<file path="src/rtl/cfpd_pkg.sv">
// Shared constants, types and the byte-wide CRC-16-CCITT step for the packet deframer.
package cfpd_pkg;

  localparam logic [7:0]  PREAMBLE_BYTE = 8'hAA;
  localparam logic [15:0] CRC_POLY      = 16'h1021;

  // Register word indexes on the configuration port
  localparam logic REG_NULL_CMD = 1'b0;

  typedef enum logic {
    KIND_DATA = 1'b0,
    KIND_END  = 1'b1
  } result_kind_t;

  // One byte through the MSB-first CRC, eight bit steps
  function automatic logic [15:0] crc16_byte(input logic [15:0] crc, input logic [7:0] b);
    logic [15:0] c;
    c = crc ^ {b, 8'h00};
    for (int k = 0; k < 8; k++) begin
      if (c[15]) begin
        c = {c[14:0], 1'b0} ^ CRC_POLY;
      end else begin
        c = {c[14:0], 1'b0};
      end
    end
    return c;
  endfunction

endpackage

</file>
<file path="src/rtl/crc_framed_packet_deframer_top.sv">
// Top level of the preamble / length / CRC-16 packet deframer.
//
// Byte-stream packet deframer. Each input beat carries one received byte.
// The block hunts for the 0xAA preamble, then takes a big-endian 16-bit
// payload length, the payload (first byte is the command, the rest are
// data) and a big-endian CRC-16-CCITT (poly 0x1021, init 0, MSB first)
// computed over the payload. Every data byte goes out as a result beat with
// result_kind = 0 as soon as it arrives; after the second CRC byte one
// frame-end beat (result_kind = 1) reports the command, the data length
// (payload length minus one) and checksum_bad. An empty payload reports
// null_command_code and a data length of 0. After a frame end, good or bad,
// hunting starts again with the next byte. Rate: one byte per clock while
// in_ready is high. The frame state and the running CRC update in the cycle
// a byte is accepted, and any result lands in a single output register;
// in_ready is low only while that register holds a beat that the sink is
// not taking this cycle, and a byte's result beat is valid the next cycle.
// Configuration: null_command_code at byte address 0 (APB, no wait states),
// to be written while the stream is idle.
module crc_framed_packet_deframer_top (
  input  logic        clk,
  input  logic        rst,
  // input byte stream
  input  logic        in_valid,
  output logic        in_ready,
  input  logic [7:0]  rx_byte,
  // result stream
  output logic        out_valid,
  input  logic        out_ready,
  output logic        result_kind,
  output logic [7:0]  payload_byte,
  output logic [7:0]  frame_command,
  output logic [15:0] data_count,
  output logic        checksum_bad,
  // APB configuration port
  input  logic        psel,
  input  logic        penable,
  input  logic        pwrite,
  input  logic [2:0]  paddr,
  input  logic [31:0] pwdata,
  output logic [31:0] prdata,
  output logic        pready
);

  // Frame phases; unused codes behave as hunting
  typedef enum logic [2:0] {
    PH_HUNT    = 3'd0,
    PH_LEN_HI  = 3'd1,
    PH_LEN_LO  = 3'd2,
    PH_COMMAND = 3'd3,
    PH_DATA    = 3'd4,
    PH_CRC_HI  = 3'd5,
    PH_CRC_LO  = 3'd6
  } phase_t;

  phase_t      phase, phase_next;
  logic [15:0] payload_length, payload_length_next;
  logic [15:0] bytes_seen, bytes_seen_next;
  logic [15:0] running_crc, running_crc_next;
  logic [7:0]  held_command, held_command_next;
  logic [7:0]  received_crc_high, received_crc_high_next;
  logic [7:0]  null_command_code;

  // result computed for the byte on the input this cycle
  logic                  emit;
  cfpd_pkg::result_kind_t kind_next;
  logic [7:0]            payload_byte_next;
  logic [7:0]            frame_command_next;
  logic [15:0]           data_count_next;
  logic                  checksum_bad_next;

  logic        in_fire;
  logic        cfg_wr;
  logic [15:0] bytes_inc;
  logic [15:0] len_lo_value;
  logic [15:0] crc_byte;
  logic        empty_frame;

  // output register frees up when its beat is taken
  assign in_ready = !out_valid || out_ready;
  assign in_fire  = in_valid && in_ready;

  assign pready = 1'b1;
  assign cfg_wr = psel && penable && pwrite && (paddr[2] == cfpd_pkg::REG_NULL_CMD);
  assign prdata = (paddr[2] == cfpd_pkg::REG_NULL_CMD) ? {24'd0, null_command_code} : 32'd0;

  assign bytes_inc    = bytes_seen + 16'd1;
  assign len_lo_value = {payload_length[15:8], rx_byte};
  assign crc_byte     = cfpd_pkg::crc16_byte(running_crc, rx_byte);
  assign empty_frame  = (payload_length == 16'd0);

  always_comb begin
    phase_next             = phase;
    payload_length_next    = payload_length;
    bytes_seen_next        = bytes_seen;
    running_crc_next       = running_crc;
    held_command_next      = held_command;
    received_crc_high_next = received_crc_high;
    emit                   = 1'b0;
    kind_next              = cfpd_pkg::KIND_DATA;
    payload_byte_next      = 8'd0;
    frame_command_next     = 8'd0;
    data_count_next        = 16'd0;
    checksum_bad_next      = 1'b0;
    case (phase)
      PH_LEN_HI: begin
        payload_length_next = {rx_byte, 8'h00};
        phase_next          = PH_LEN_LO;
      end
      PH_LEN_LO: begin
        payload_length_next = len_lo_value;
        bytes_seen_next     = 16'd0;
        running_crc_next    = 16'd0;
        phase_next          = (len_lo_value == 16'd0) ? PH_CRC_HI : PH_COMMAND;
      end
      PH_COMMAND: begin
        held_command_next = rx_byte;
        running_crc_next  = crc_byte;
        bytes_seen_next   = 16'd1;
        phase_next        = (payload_length == 16'd1) ? PH_CRC_HI : PH_DATA;
      end
      PH_DATA: begin
        running_crc_next  = crc_byte;
        bytes_seen_next   = bytes_inc;
        if (bytes_inc == payload_length) begin
          phase_next = PH_CRC_HI;
        end
        emit              = 1'b1;
        kind_next         = cfpd_pkg::KIND_DATA;
        payload_byte_next = rx_byte;
      end
      PH_CRC_HI: begin
        received_crc_high_next = rx_byte;
        phase_next             = PH_CRC_LO;
      end
      PH_CRC_LO: begin
        emit               = 1'b1;
        kind_next          = cfpd_pkg::KIND_END;
        frame_command_next = empty_frame ? null_command_code : held_command;
        data_count_next    = empty_frame ? 16'd0 : payload_length - 16'd1;
        checksum_bad_next  = ({received_crc_high, rx_byte} != running_crc);
        phase_next         = PH_HUNT;
      end
      default: begin
        phase_next = (rx_byte == cfpd_pkg::PREAMBLE_BYTE) ? PH_LEN_HI : PH_HUNT;
      end
    endcase
  end

  always_ff @(posedge clk) begin
    if (rst) begin
      phase             <= PH_HUNT;
      payload_length    <= 16'd0;
      bytes_seen        <= 16'd0;
      running_crc       <= 16'd0;
      held_command      <= 8'd0;
      received_crc_high <= 8'd0;
      null_command_code <= 8'd0;
      out_valid         <= 1'b0;
    end else begin
      if (cfg_wr) begin
        null_command_code <= pwdata[7:0];
      end
      if (in_fire) begin
        phase             <= phase_next;
        payload_length    <= payload_length_next;
        bytes_seen        <= bytes_seen_next;
        running_crc       <= running_crc_next;
        held_command      <= held_command_next;
        received_crc_high <= received_crc_high_next;
        out_valid         <= emit;
      end else if (out_ready) begin
        out_valid <= 1'b0;
      end
    end
  end

  // result payload, loaded only with a new beat
  always_ff @(posedge clk) begin
    if (in_fire && emit) begin
      result_kind   <= kind_next;
      payload_byte  <= payload_byte_next;
      frame_command <= frame_command_next;
      data_count    <= data_count_next;
      checksum_bad  <= checksum_bad_next;
    end
  end

endmodule

</file>
<file path="config.mk">
export PLATFORM = sky130hd
export DESIGN_NAME = crc_framed_packet_deframer_top
export DESIGN_NICKNAME = d
export VERILOG_FILES = /design/src/rtl/cfpd_pkg.sv /design/src/rtl/crc_framed_packet_deframer_top.sv
export SDC_FILE = /design/constraint.sdc
export NUM_CORES = 1
export LEC_CHECK = 0
export BUFFER_PORTS_ARGS = -buffer_cell sky130_fd_sc_hd__buf_2
export CAP_MARGIN = 0
export CORE_ASPECT_RATIO = 1.1
export CORE_MARGIN = 2
export CORE_UTILIZATION = 50
export CTS_CLUSTER_DIAMETER = 40
export CTS_CLUSTER_SIZE = 8
export DETAILED_ROUTE_END_ITERATION = 8
export GPL_TIMING_DRIVEN = 0
export HOLD_SLACK_MARGIN = 0.02
export MAX_ROUTING_LAYER = met4
export PLACE_DENSITY = 0.75
export SYNTH_ARGS = -nofsm -noshare
export SYNTH_HDL_FRONTEND = slang
export SYNTH_SLANG_ARGS = --single-unit
</file>
<file path="constraint.sdc">
create_clock -name clk -period 3.2 [get_ports clk]
set_clock_uncertainty 0.15 [all_clocks]
set_input_delay 0.64 -clock clk [delete_from_list [all_inputs] [get_ports clk]]
set_output_delay 0.64 -clock clk [all_outputs]
set_load 0.02 [all_outputs]
</file>
==> results of run 1 <==
## worst max path at each step
stage | endpoint | cells after the start
global route | bytes_seen[0] | 7
finish | bytes_seen[0] | 7
CTS | bytes_seen[0] | 7
detailed placement | bytes_seen[0] | 7
floorplan | bytes_seen[0] | 6
global placement | bytes_seen[0] | 7
## synth_stat cells, types with 11 or more instances
master | count | share of area
sky130_fd_sc_hd__xnor2_1 | 59 | 0.089
sky130_fd_sc_hd__nor2b_1 | 11 | 0.012
sky130_fd_sc_hd__nor2_1 | 88 | 0.057
sky130_fd_sc_hd__edfxtp_1 | 34 | 0.18
sky130_fd_sc_hd__a22oi_1 | 26 | 0.034
sky130_fd_sc_hd__clkbuf_1 | 25 | 0.016
sky130_fd_sc_hd__buf_4 | 26 | 0.034
sky130_fd_sc_hd__buf_2 | 13 | 0.011
sky130_fd_sc_hd__mux2i_1 | 17 | 0.029
sky130_fd_sc_hd__nand3_1 | 29 | 0.025
sky130_fd_sc_hd__dfxtp_1 | 76 | 0.26
sky130_fd_sc_hd__a21oi_1 | 47 | 0.040
sky130_fd_sc_hd__o21ai_0 | 18 | 0.015
sky130_fd_sc_hd__xor2_1 | 16 | 0.024
sky130_fd_sc_hd__nand2_1 | 52 | 0.034
## cell families (layout without fill, tap and decap cells)
logic type      count (synthesis)  in the layout  share of synthesized area
xor+xnor                       76             76                     0.1166
simple gates                  251            251                     0.2223
compound gates                106            106                     0.1106
flops                         110            110                     0.4364
buf+inv                        74            148                    0.07109
other cells                     2             25                   0.001289
fa+ha+maj                       4              4                   0.008591
mux                            19             19                    0.03307
## stage by stage
stage,setup TNS [ns],utilization,hold WS (ns),instance area [um2],std cells
2_1_floorplan,0,-,0.2941,5914,665
3_3_place_gp,-0.02627,0.5588,0.3124,6392,873
3_5_place_dp,0,0.5592,0.3132,6397,873
4_1_cts,0,0.5876,0.3226,6721,889
5_1_grt,0,0.5876,0.3547,6721,889
6_report,0,0.5876,0.3275,6721,889
## power breakdown
| part | total, uW | switching (uW) | internal (uW) |
|---|---|---|---|
| clock network | 1220 | 523 | 694 |
| logic | 162 | 105 | 57.4 |
| registers | 1430 | 2.00 | 1430 |
| total | 2810 | 630 | 2180 |
## routing by layer
layer,vias up,track usage,share of wire
li1,2362,-,-
met1,2292,0.2924,0.43
met2,208,0.4047,0.49
met3,23,0.03212,0.063
met4,0,0.1013,0.021
met5,-,-,0
## sequential cells by signal, indices dropped and copies added, names as in the netlist
| register | count |
|---|---|
| bytes_seen | 16 |
| checksum_bad | 1 |
| data_count | 16 |
| frame_command | 8 |
| held_command | 8 |
| null_command_code | 8 |
| out_valid | 1 |
| payload_byte | 8 |
| payload_length | 16 |
| phase | 3 |
| received_crc_high | 8 |
| result_kind | 1 |
| running_crc | 16 |
## critical path: stages
cell	delay, ns
sky130_fd_sc_hd__buf_2	0.07
sky130_fd_sc_hd__nand2b_1	0.21
sky130_fd_sc_hd__nand2_1	0.25
sky130_fd_sc_hd__nor2_4	0.83
sky130_fd_sc_hd__mux2_2	0.29
sky130_fd_sc_hd__o21ai_0	0.07
sky130_fd_sc_hd__a21oi_1	0.16
## layout make-up
class | count | area, um2
fill | 956 | 4718
tap | 150 | 187.7
clock buffer | 10 | 229.0
clock inverter | 6 | 95.09
sequential | 110 | 2542
inverter | 6 | 22.52
multi-input combinational | 481 | 2963
buffer | 68 | 391.6
timing repair buffer | 58 | 290.3
==> flow_results.xml, run 1 <==
<?xml version="1.0" encoding="UTF-8"?>
<metrics>
  <group name="grt">
    <metric name="gr-usage-all-layers" unit="">0.2403</metric>
    <metric name="grt_max_degree" unit="">36</metric>
    <metric name="antenna_found_initial" unit="">0</metric>
    <metric name="grt_first_pass_wirelength" unit="um">22980</metric>
    <metric name="grt_pass1_vias" unit="">4587</metric>
    <metric name="globalRouteOverflowTotal" unit="">0</metric>
  </group>
  <group name="yosys">
    <metric name="netlist_instances" unit="">642</metric>
    <metric name="ys_ff_latch" unit="">110</metric>
    <metric name="yosys_most_used_dff" unit="">sky130_fd_sc_hd__dfxtp_1</metric>
    <metric name="post_synth.cell_area_avg" unit="um2">9.074</metric>
    <metric name="synth-async-reset-ratio" unit="">0</metric>
    <metric name="synth-seq-area-share" unit="">0.4364</metric>
    <metric name="synthesis.area" unit="um2">5826</metric>
    <metric name="synth-edff-count" unit="">34</metric>
    <metric name="yosys_warnings" unit="">0</metric>
    <metric name="synth.distinct_cells" unit="">56</metric>
  </group>
  <group name="critical_path">
    <metric name="critPathRequiredTime" unit="ns">3.33</metric>
    <metric name="worst-endpoint-arrival" unit="ns">2.54</metric>
    <metric name="setup.worst_path.start" unit="">out_ready</metric>
    <metric name="worst-r2r-cell-count" unit="">7</metric>
    <metric name="worstReg2RegStart" unit="">bytes_seen[0]</metric>
    <metric name="startpoint_type" unit="">input pin</metric>
    <metric name="setup.reg_to_reg.worst_slack" unit="ns">0.79</metric>
    <metric name="reg2reg_to" unit="">phase[0]</metric>
    <metric name="cp_max_fo" unit="">35</metric>
    <metric name="worst_setup_path_end_kind" unit="">flip-flop</metric>
    <metric name="worst-setup-path-type" unit="">input pin to flip-flop</metric>
  </group>
  <group name="min_path">
    <metric name="hp-class" unit="">flip-flop to flip-flop</metric>
    <metric name="whs_path_depth" unit="">2</metric>
    <metric name="hold_path_end" unit="">received_crc_high[4]</metric>
    <metric name="timing.hold.worst.start" unit="">received_crc_high[4]</metric>
  </group>
  <group name="place">
    <metric name="post-dp-hpwl" unit="um">10020</metric>
    <metric name="pre_cts_slack" unit="ns">0.3997</metric>
    <metric name="finalWeightedCongestion" unit="">0.9525</metric>
    <metric name="number_of_i_o_port_buffers" unit="">58</metric>
  </group>
  <group name="die">
    <metric name="die_area" unit="um2">12530</metric>
    <metric name="core_region_area" unit="um2">11440</metric>
    <metric name="ios" unit="">119</metric>
    <metric name="die_height" unit="um">117.2</metric>
    <metric name="initial_utilization" unit="">0.5092</metric>
    <metric name="floorplan.die.width" unit="um">106.9</metric>
    <metric name="num_rows" unit="">41</metric>
  </group>
  <group name="clocking">
    <metric name="tritoncts" unit="">yes</metric>
    <metric name="hold_buffers" unit="">0</metric>
    <metric name="clockRootBuffer" unit="">sky130_fd_sc_hd__clkbuf_16</metric>
    <metric name="tritoncts.num_buffers" unit="">9</metric>
    <metric name="cts_max_path_buffers" unit="">2</metric>
    <metric name="cts-htree-levels" unit="">3</metric>
    <metric name="clock-sinks" unit="">110</metric>
    <metric name="clk_pin_slew" unit="ns">0.07</metric>
    <metric name="post_cts_buffers" unit="">0</metric>
    <metric name="clkLatencyLatePin" unit="ns">0.35</metric>
    <metric name="cts_resized" unit="">0</metric>
  </group>
  <group name="sta">
    <metric name="rsz_0062_raised_after_global_routing" unit="">false</metric>
    <metric name="worst_slew_pin_slew" unit="ns">0.9811</metric>
    <metric name="normalized_max_slew_margin" unit="">0.3444</metric>
    <metric name="fin_crit" unit="ns">2.413</metric>
    <metric name="final_critical_path_setup_slack" unit="ns">0.7872</metric>
    <metric name="number_of_setup_violations_in_the_final_report" unit="">0</metric>
    <metric name="max_clock_freq" unit="MHz">414.5</metric>
    <metric name="post-route-period-util" unit="">0.7540</metric>
    <metric name="finalMaxSlewViolations" unit="">0</metric>
    <metric name="hold_violations" unit="">0</metric>
  </group>
  <group name="status">
    <metric name="status" unit="">completed</metric>
  </group>
  <group name="power">
    <metric name="p_per_area" unit="nW/um2">417.9</metric>
    <metric name="power" unit="uW">2809</metric>
    <metric name="power.static_leakage" unit="uW">0.002593</metric>
    <metric name="vdd_ir_drop_max" unit="V">0.0002851</metric>
  </group>
  <group name="route">
    <metric name="wl_per_cell" unit="um">16.00</metric>
    <metric name="final_antenna_net_count" unit="">0</metric>
    <metric name="drc_markers" unit="">0</metric>
    <metric name="route.vias.total" unit="">4885</metric>
    <metric name="viasPerCell" unit="">5.495</metric>
    <metric name="drt_wl_total" unit="um">14230</metric>
    <metric name="detailedRoute.firstIterationViolations" unit="">343</metric>
    <metric name="detailedRoute.firstPassIterationCount" unit="">6</metric>
  </group>
  <group name="final_layout">
    <metric name="final_layout_size_suffix_gt1_frac" unit="">0.1773</metric>
    <metric name="layout.cells.most_common" unit="">sky130_fd_sc_hd__nor2_1</metric>
    <metric name="nets" unit="">788</metric>
    <metric name="mostFrequentLayoutCells" unit="">87 x sky130_fd_sc_hd__nor2_1, 76 x sky130_fd_sc_hd__dfxtp_1, 71 x sky130_fd_sc_hd__buf_2</metric>
    <metric name="layout-area-overhead-vs-synth" unit="%">15.38</metric>
    <metric name="antenna_fix_cells" unit="">0</metric>
  </group>
  <group name="flow_run">
    <metric name="cap_violations" unit="">0</metric>
  </group>
</metrics>
No activity file was read; power rests on OpenSTA's default activity.
==> run 2: changes to the inputs <==
Settings changed: CORE_UTILIZATION 50 to 55, PLACE_DENSITY 0.75 to 0.78.
Clock period 3.2 ns to 2.4 ns, I/O delays scaled along.
==> flow_results.xml, run 2 (same netlist as run 1, synthesis figures left out) <==
<?xml version="1.0" encoding="UTF-8"?>
<metrics>
  <group name="status">
    <metric name="status" unit="">completed</metric>
  </group>
  <group name="route">
    <metric name="wl_per_cell" unit="um">15.93</metric>
    <metric name="final_antenna_net_count" unit="">0</metric>
    <metric name="viasPerCell" unit="">5.469</metric>
    <metric name="route.vias.total" unit="">4840</metric>
    <metric name="detailedRoute.firstIterationViolations" unit="">429</metric>
    <metric name="drc_markers" unit="">0</metric>
    <metric name="drt_wl_total" unit="um">14100</metric>
    <metric name="detailedRoute.firstPassIterationCount" unit="">6</metric>
  </group>
  <group name="die">
    <metric name="die_height" unit="um">111.9</metric>
    <metric name="core_region_area" unit="um2">10340</metric>
    <metric name="ios" unit="">119</metric>
    <metric name="floorplan.die.width" unit="um">102.1</metric>
    <metric name="num_rows" unit="">39</metric>
    <metric name="die_area" unit="um2">11430</metric>
    <metric name="initial_utilization" unit="">0.5631</metric>
  </group>
  <group name="sta">
    <metric name="number_of_setup_violations_in_the_final_report" unit="">0</metric>
    <metric name="max_clock_freq" unit="MHz">436.6</metric>
    <metric name="hold_violations" unit="">0</metric>
    <metric name="normalized_max_slew_margin" unit="">0.3319</metric>
    <metric name="fin_crit" unit="ns">2.290</metric>
    <metric name="finalMaxSlewViolations" unit="">0</metric>
    <metric name="worst_slew_pin_slew" unit="ns">0.9944</metric>
    <metric name="post-route-period-util" unit="">0.9543</metric>
  </group>
  <group name="place">
    <metric name="finalWeightedCongestion" unit="">0.9444</metric>
    <metric name="post-dp-hpwl" unit="um">10030</metric>
    <metric name="place_area" unit="um2">6389</metric>
    <metric name="number_of_i_o_port_buffers" unit="">58</metric>
  </group>
  <group name="grt">
    <metric name="grt_first_pass_wirelength" unit="um">22560</metric>
    <metric name="globalRouteMet2Util" unit="">0.4035</metric>
    <metric name="met1_capacity_usage_during_global_routing" unit="">0.3331</metric>
    <metric name="gr-usage-all-layers" unit="">0.2591</metric>
    <metric name="globalRouteOverflowTotal" unit="">0</metric>
    <metric name="gr-usage-met3" unit="">0.04331</metric>
    <metric name="grt-busiest-layer" unit="">met2</metric>
    <metric name="grt_max_degree" unit="">36</metric>
    <metric name="grt_pass1_vias" unit="">4566</metric>
    <metric name="antenna_found_initial" unit="">0</metric>
  </group>
  <group name="clocking">
    <metric name="cts-htree-levels" unit="">3</metric>
    <metric name="clock-sinks" unit="">110</metric>
    <metric name="tritoncts.num_buffers" unit="">9</metric>
    <metric name="clk_pin_slew" unit="ns">0.07</metric>
    <metric name="cts_max_path_buffers" unit="">2</metric>
    <metric name="clkLatencyLatePin" unit="ns">0.36</metric>
    <metric name="tritoncts" unit="">yes</metric>
    <metric name="clockRootBuffer" unit="">sky130_fd_sc_hd__clkbuf_16</metric>
  </group>
  <group name="critical_path">
    <metric name="worst-endpoint-arrival" unit="ns">2.24</metric>
    <metric name="setup.reg_to_reg.worst_slack" unit="ns">0.11</metric>
    <metric name="worstReg2RegStart" unit="">payload_length[9]</metric>
    <metric name="startpoint_type" unit="">flip-flop</metric>
    <metric name="cp_max_fo" unit="">10</metric>
    <metric name="worst-setup-path-type" unit="">flip-flop to flip-flop</metric>
    <metric name="reg2reg_to" unit="">data_count[7]</metric>
    <metric name="worst-r2r-cell-count" unit="">8</metric>
    <metric name="critPathRequiredTime" unit="ns">2.35</metric>
    <metric name="worst_setup_path_end_kind" unit="">flip-flop</metric>
  </group>
  <group name="min_path">
    <metric name="hold_path_end" unit="">null_command_code[7]</metric>
    <metric name="hp-class" unit="">input pin to flip-flop</metric>
    <metric name="timing.hold.worst.start" unit="">pwdata[7]</metric>
    <metric name="whs_path_depth" unit="">3</metric>
  </group>
  <group name="power">
    <metric name="power.static_leakage" unit="uW">0.002598</metric>
    <metric name="power" unit="uW">3626</metric>
    <metric name="p_per_area" unit="nW/um2">539.8</metric>
    <metric name="vdd_ir_drop_max" unit="V">0.0003250</metric>
  </group>
  <group name="final_layout">
    <metric name="layout-area-overhead-vs-synth" unit="%">15.31</metric>
    <metric name="antenna_fix_cells" unit="">0</metric>
    <metric name="n_fill_cell" unit="">880</metric>
    <metric name="nets" unit="">791</metric>
    <metric name="layout.cells.most_common" unit="">sky130_fd_sc_hd__nor2_1</metric>
    <metric name="mostFrequentLayoutCells" unit="">86 x sky130_fd_sc_hd__nor2_1, 75 x sky130_fd_sc_hd__dfxtp_1, 71 x sky130_fd_sc_hd__buf_2</metric>
    <metric name="final_layout_size_suffix_gt1_frac" unit="">0.1846</metric>
    <metric name="finalInstanceArea" unit="um2">6718</metric>
  </group>
  <group name="flow_run">
    <metric name="cap_violations" unit="">0</metric>
  </group>
</metrics>
run 2: cell count changes in the layout (fill, tap and decap cells not counted), sizes merged:
cell | previous run | this run
clkbuf | 35 | 37
bufinv | 2 | 0
clkinvlp | 2 | 0
buf | 101 | 103
nor2 | 88 | 89
inv | 7 | 9
run 2: timing repair:
action                     4_1_cts  5_1_grt
setup endpoints to repair        0       13
hold buffers                     0        0
buffers inserted                 0        2
resized for setup                0        3
run 2: layout make-up:
cell class,count,area [um2],share of cell area
plain buffers,68,391.6,0.05830
clock buffers,12,267.8,0.03986
clock inverters,4,33.78,0.005029
inverters,6,22.52,0.003353
multi-input cells,482,2974,0.4427
flip-flops and latches,110,2544,0.3787
well taps,143,178.9,0.02663
repair buffers,60,305.3,0.04545
run 2: how the worst max path moves through the flow:
stage	start	end	slack (ns)
after floorplan	out_ready	bytes_seen[0]	0.14
after global placement	out_ready	bytes_seen[0]	-0.11
after detailed placement	out_ready	bytes_seen[0]	-0.13
after CTS	bytes_seen[0]	phase[0]	0.02
after global routing	payload_length[2]	data_count[15]	-0.04
final	payload_length[9]	data_count[7]	0.11
run 2: worst max-delay path, stage by stage (launching register included):
cell and delay (ns):
sky130_fd_sc_hd__dfxtp_1 0.31, sky130_fd_sc_hd__buf_6 0.13, sky130_fd_sc_hd__or4_4 0.58, sky130_fd_sc_hd__nor4_4 0.20, sky130_fd_sc_hd__nand4_1 0.17, sky130_fd_sc_hd__buf_6 0.20, sky130_fd_sc_hd__nand2_8 0.10, sky130_fd_sc_hd__buf_6 0.13
sky130_fd_sc_hd__nor2_1 0.05
run 2: power by group:
group	internal, uW	switching [uW]
Combinational	76.7	141
Sequential	1900	2.61
Clock	810	692
run 2: metrics by stage:
stage / instances / hold slack (ns) / util / TNS [ns] / setup WS (ns)
floorplan: 665 / 0.2941 / - / 0 / 0.1416
global placement: 866 / 0.3127 / 0.6176 / -0.1149 / -0.1110
detailed placement: 866 / 0.3174 / 0.6176 / -0.1590 / -0.1335
CTS: 882 / 0.2070 / 0.6467 / 0 / 0.01939
global route: 885 / 0.2187 / 0.6494 / -0.04471 / -0.04471
finish: 885 / 0.2083 / 0.6494 / 0 / 0.1097
run 2: routing by layer:
metal | vias up | part of all wire
met5 | - | 0
met4 | 0 | 0.024
met3 | 33 | 0.060
met2 | 198 | 0.49
met1 | 2247 | 0.42
li1 | 2362 | -
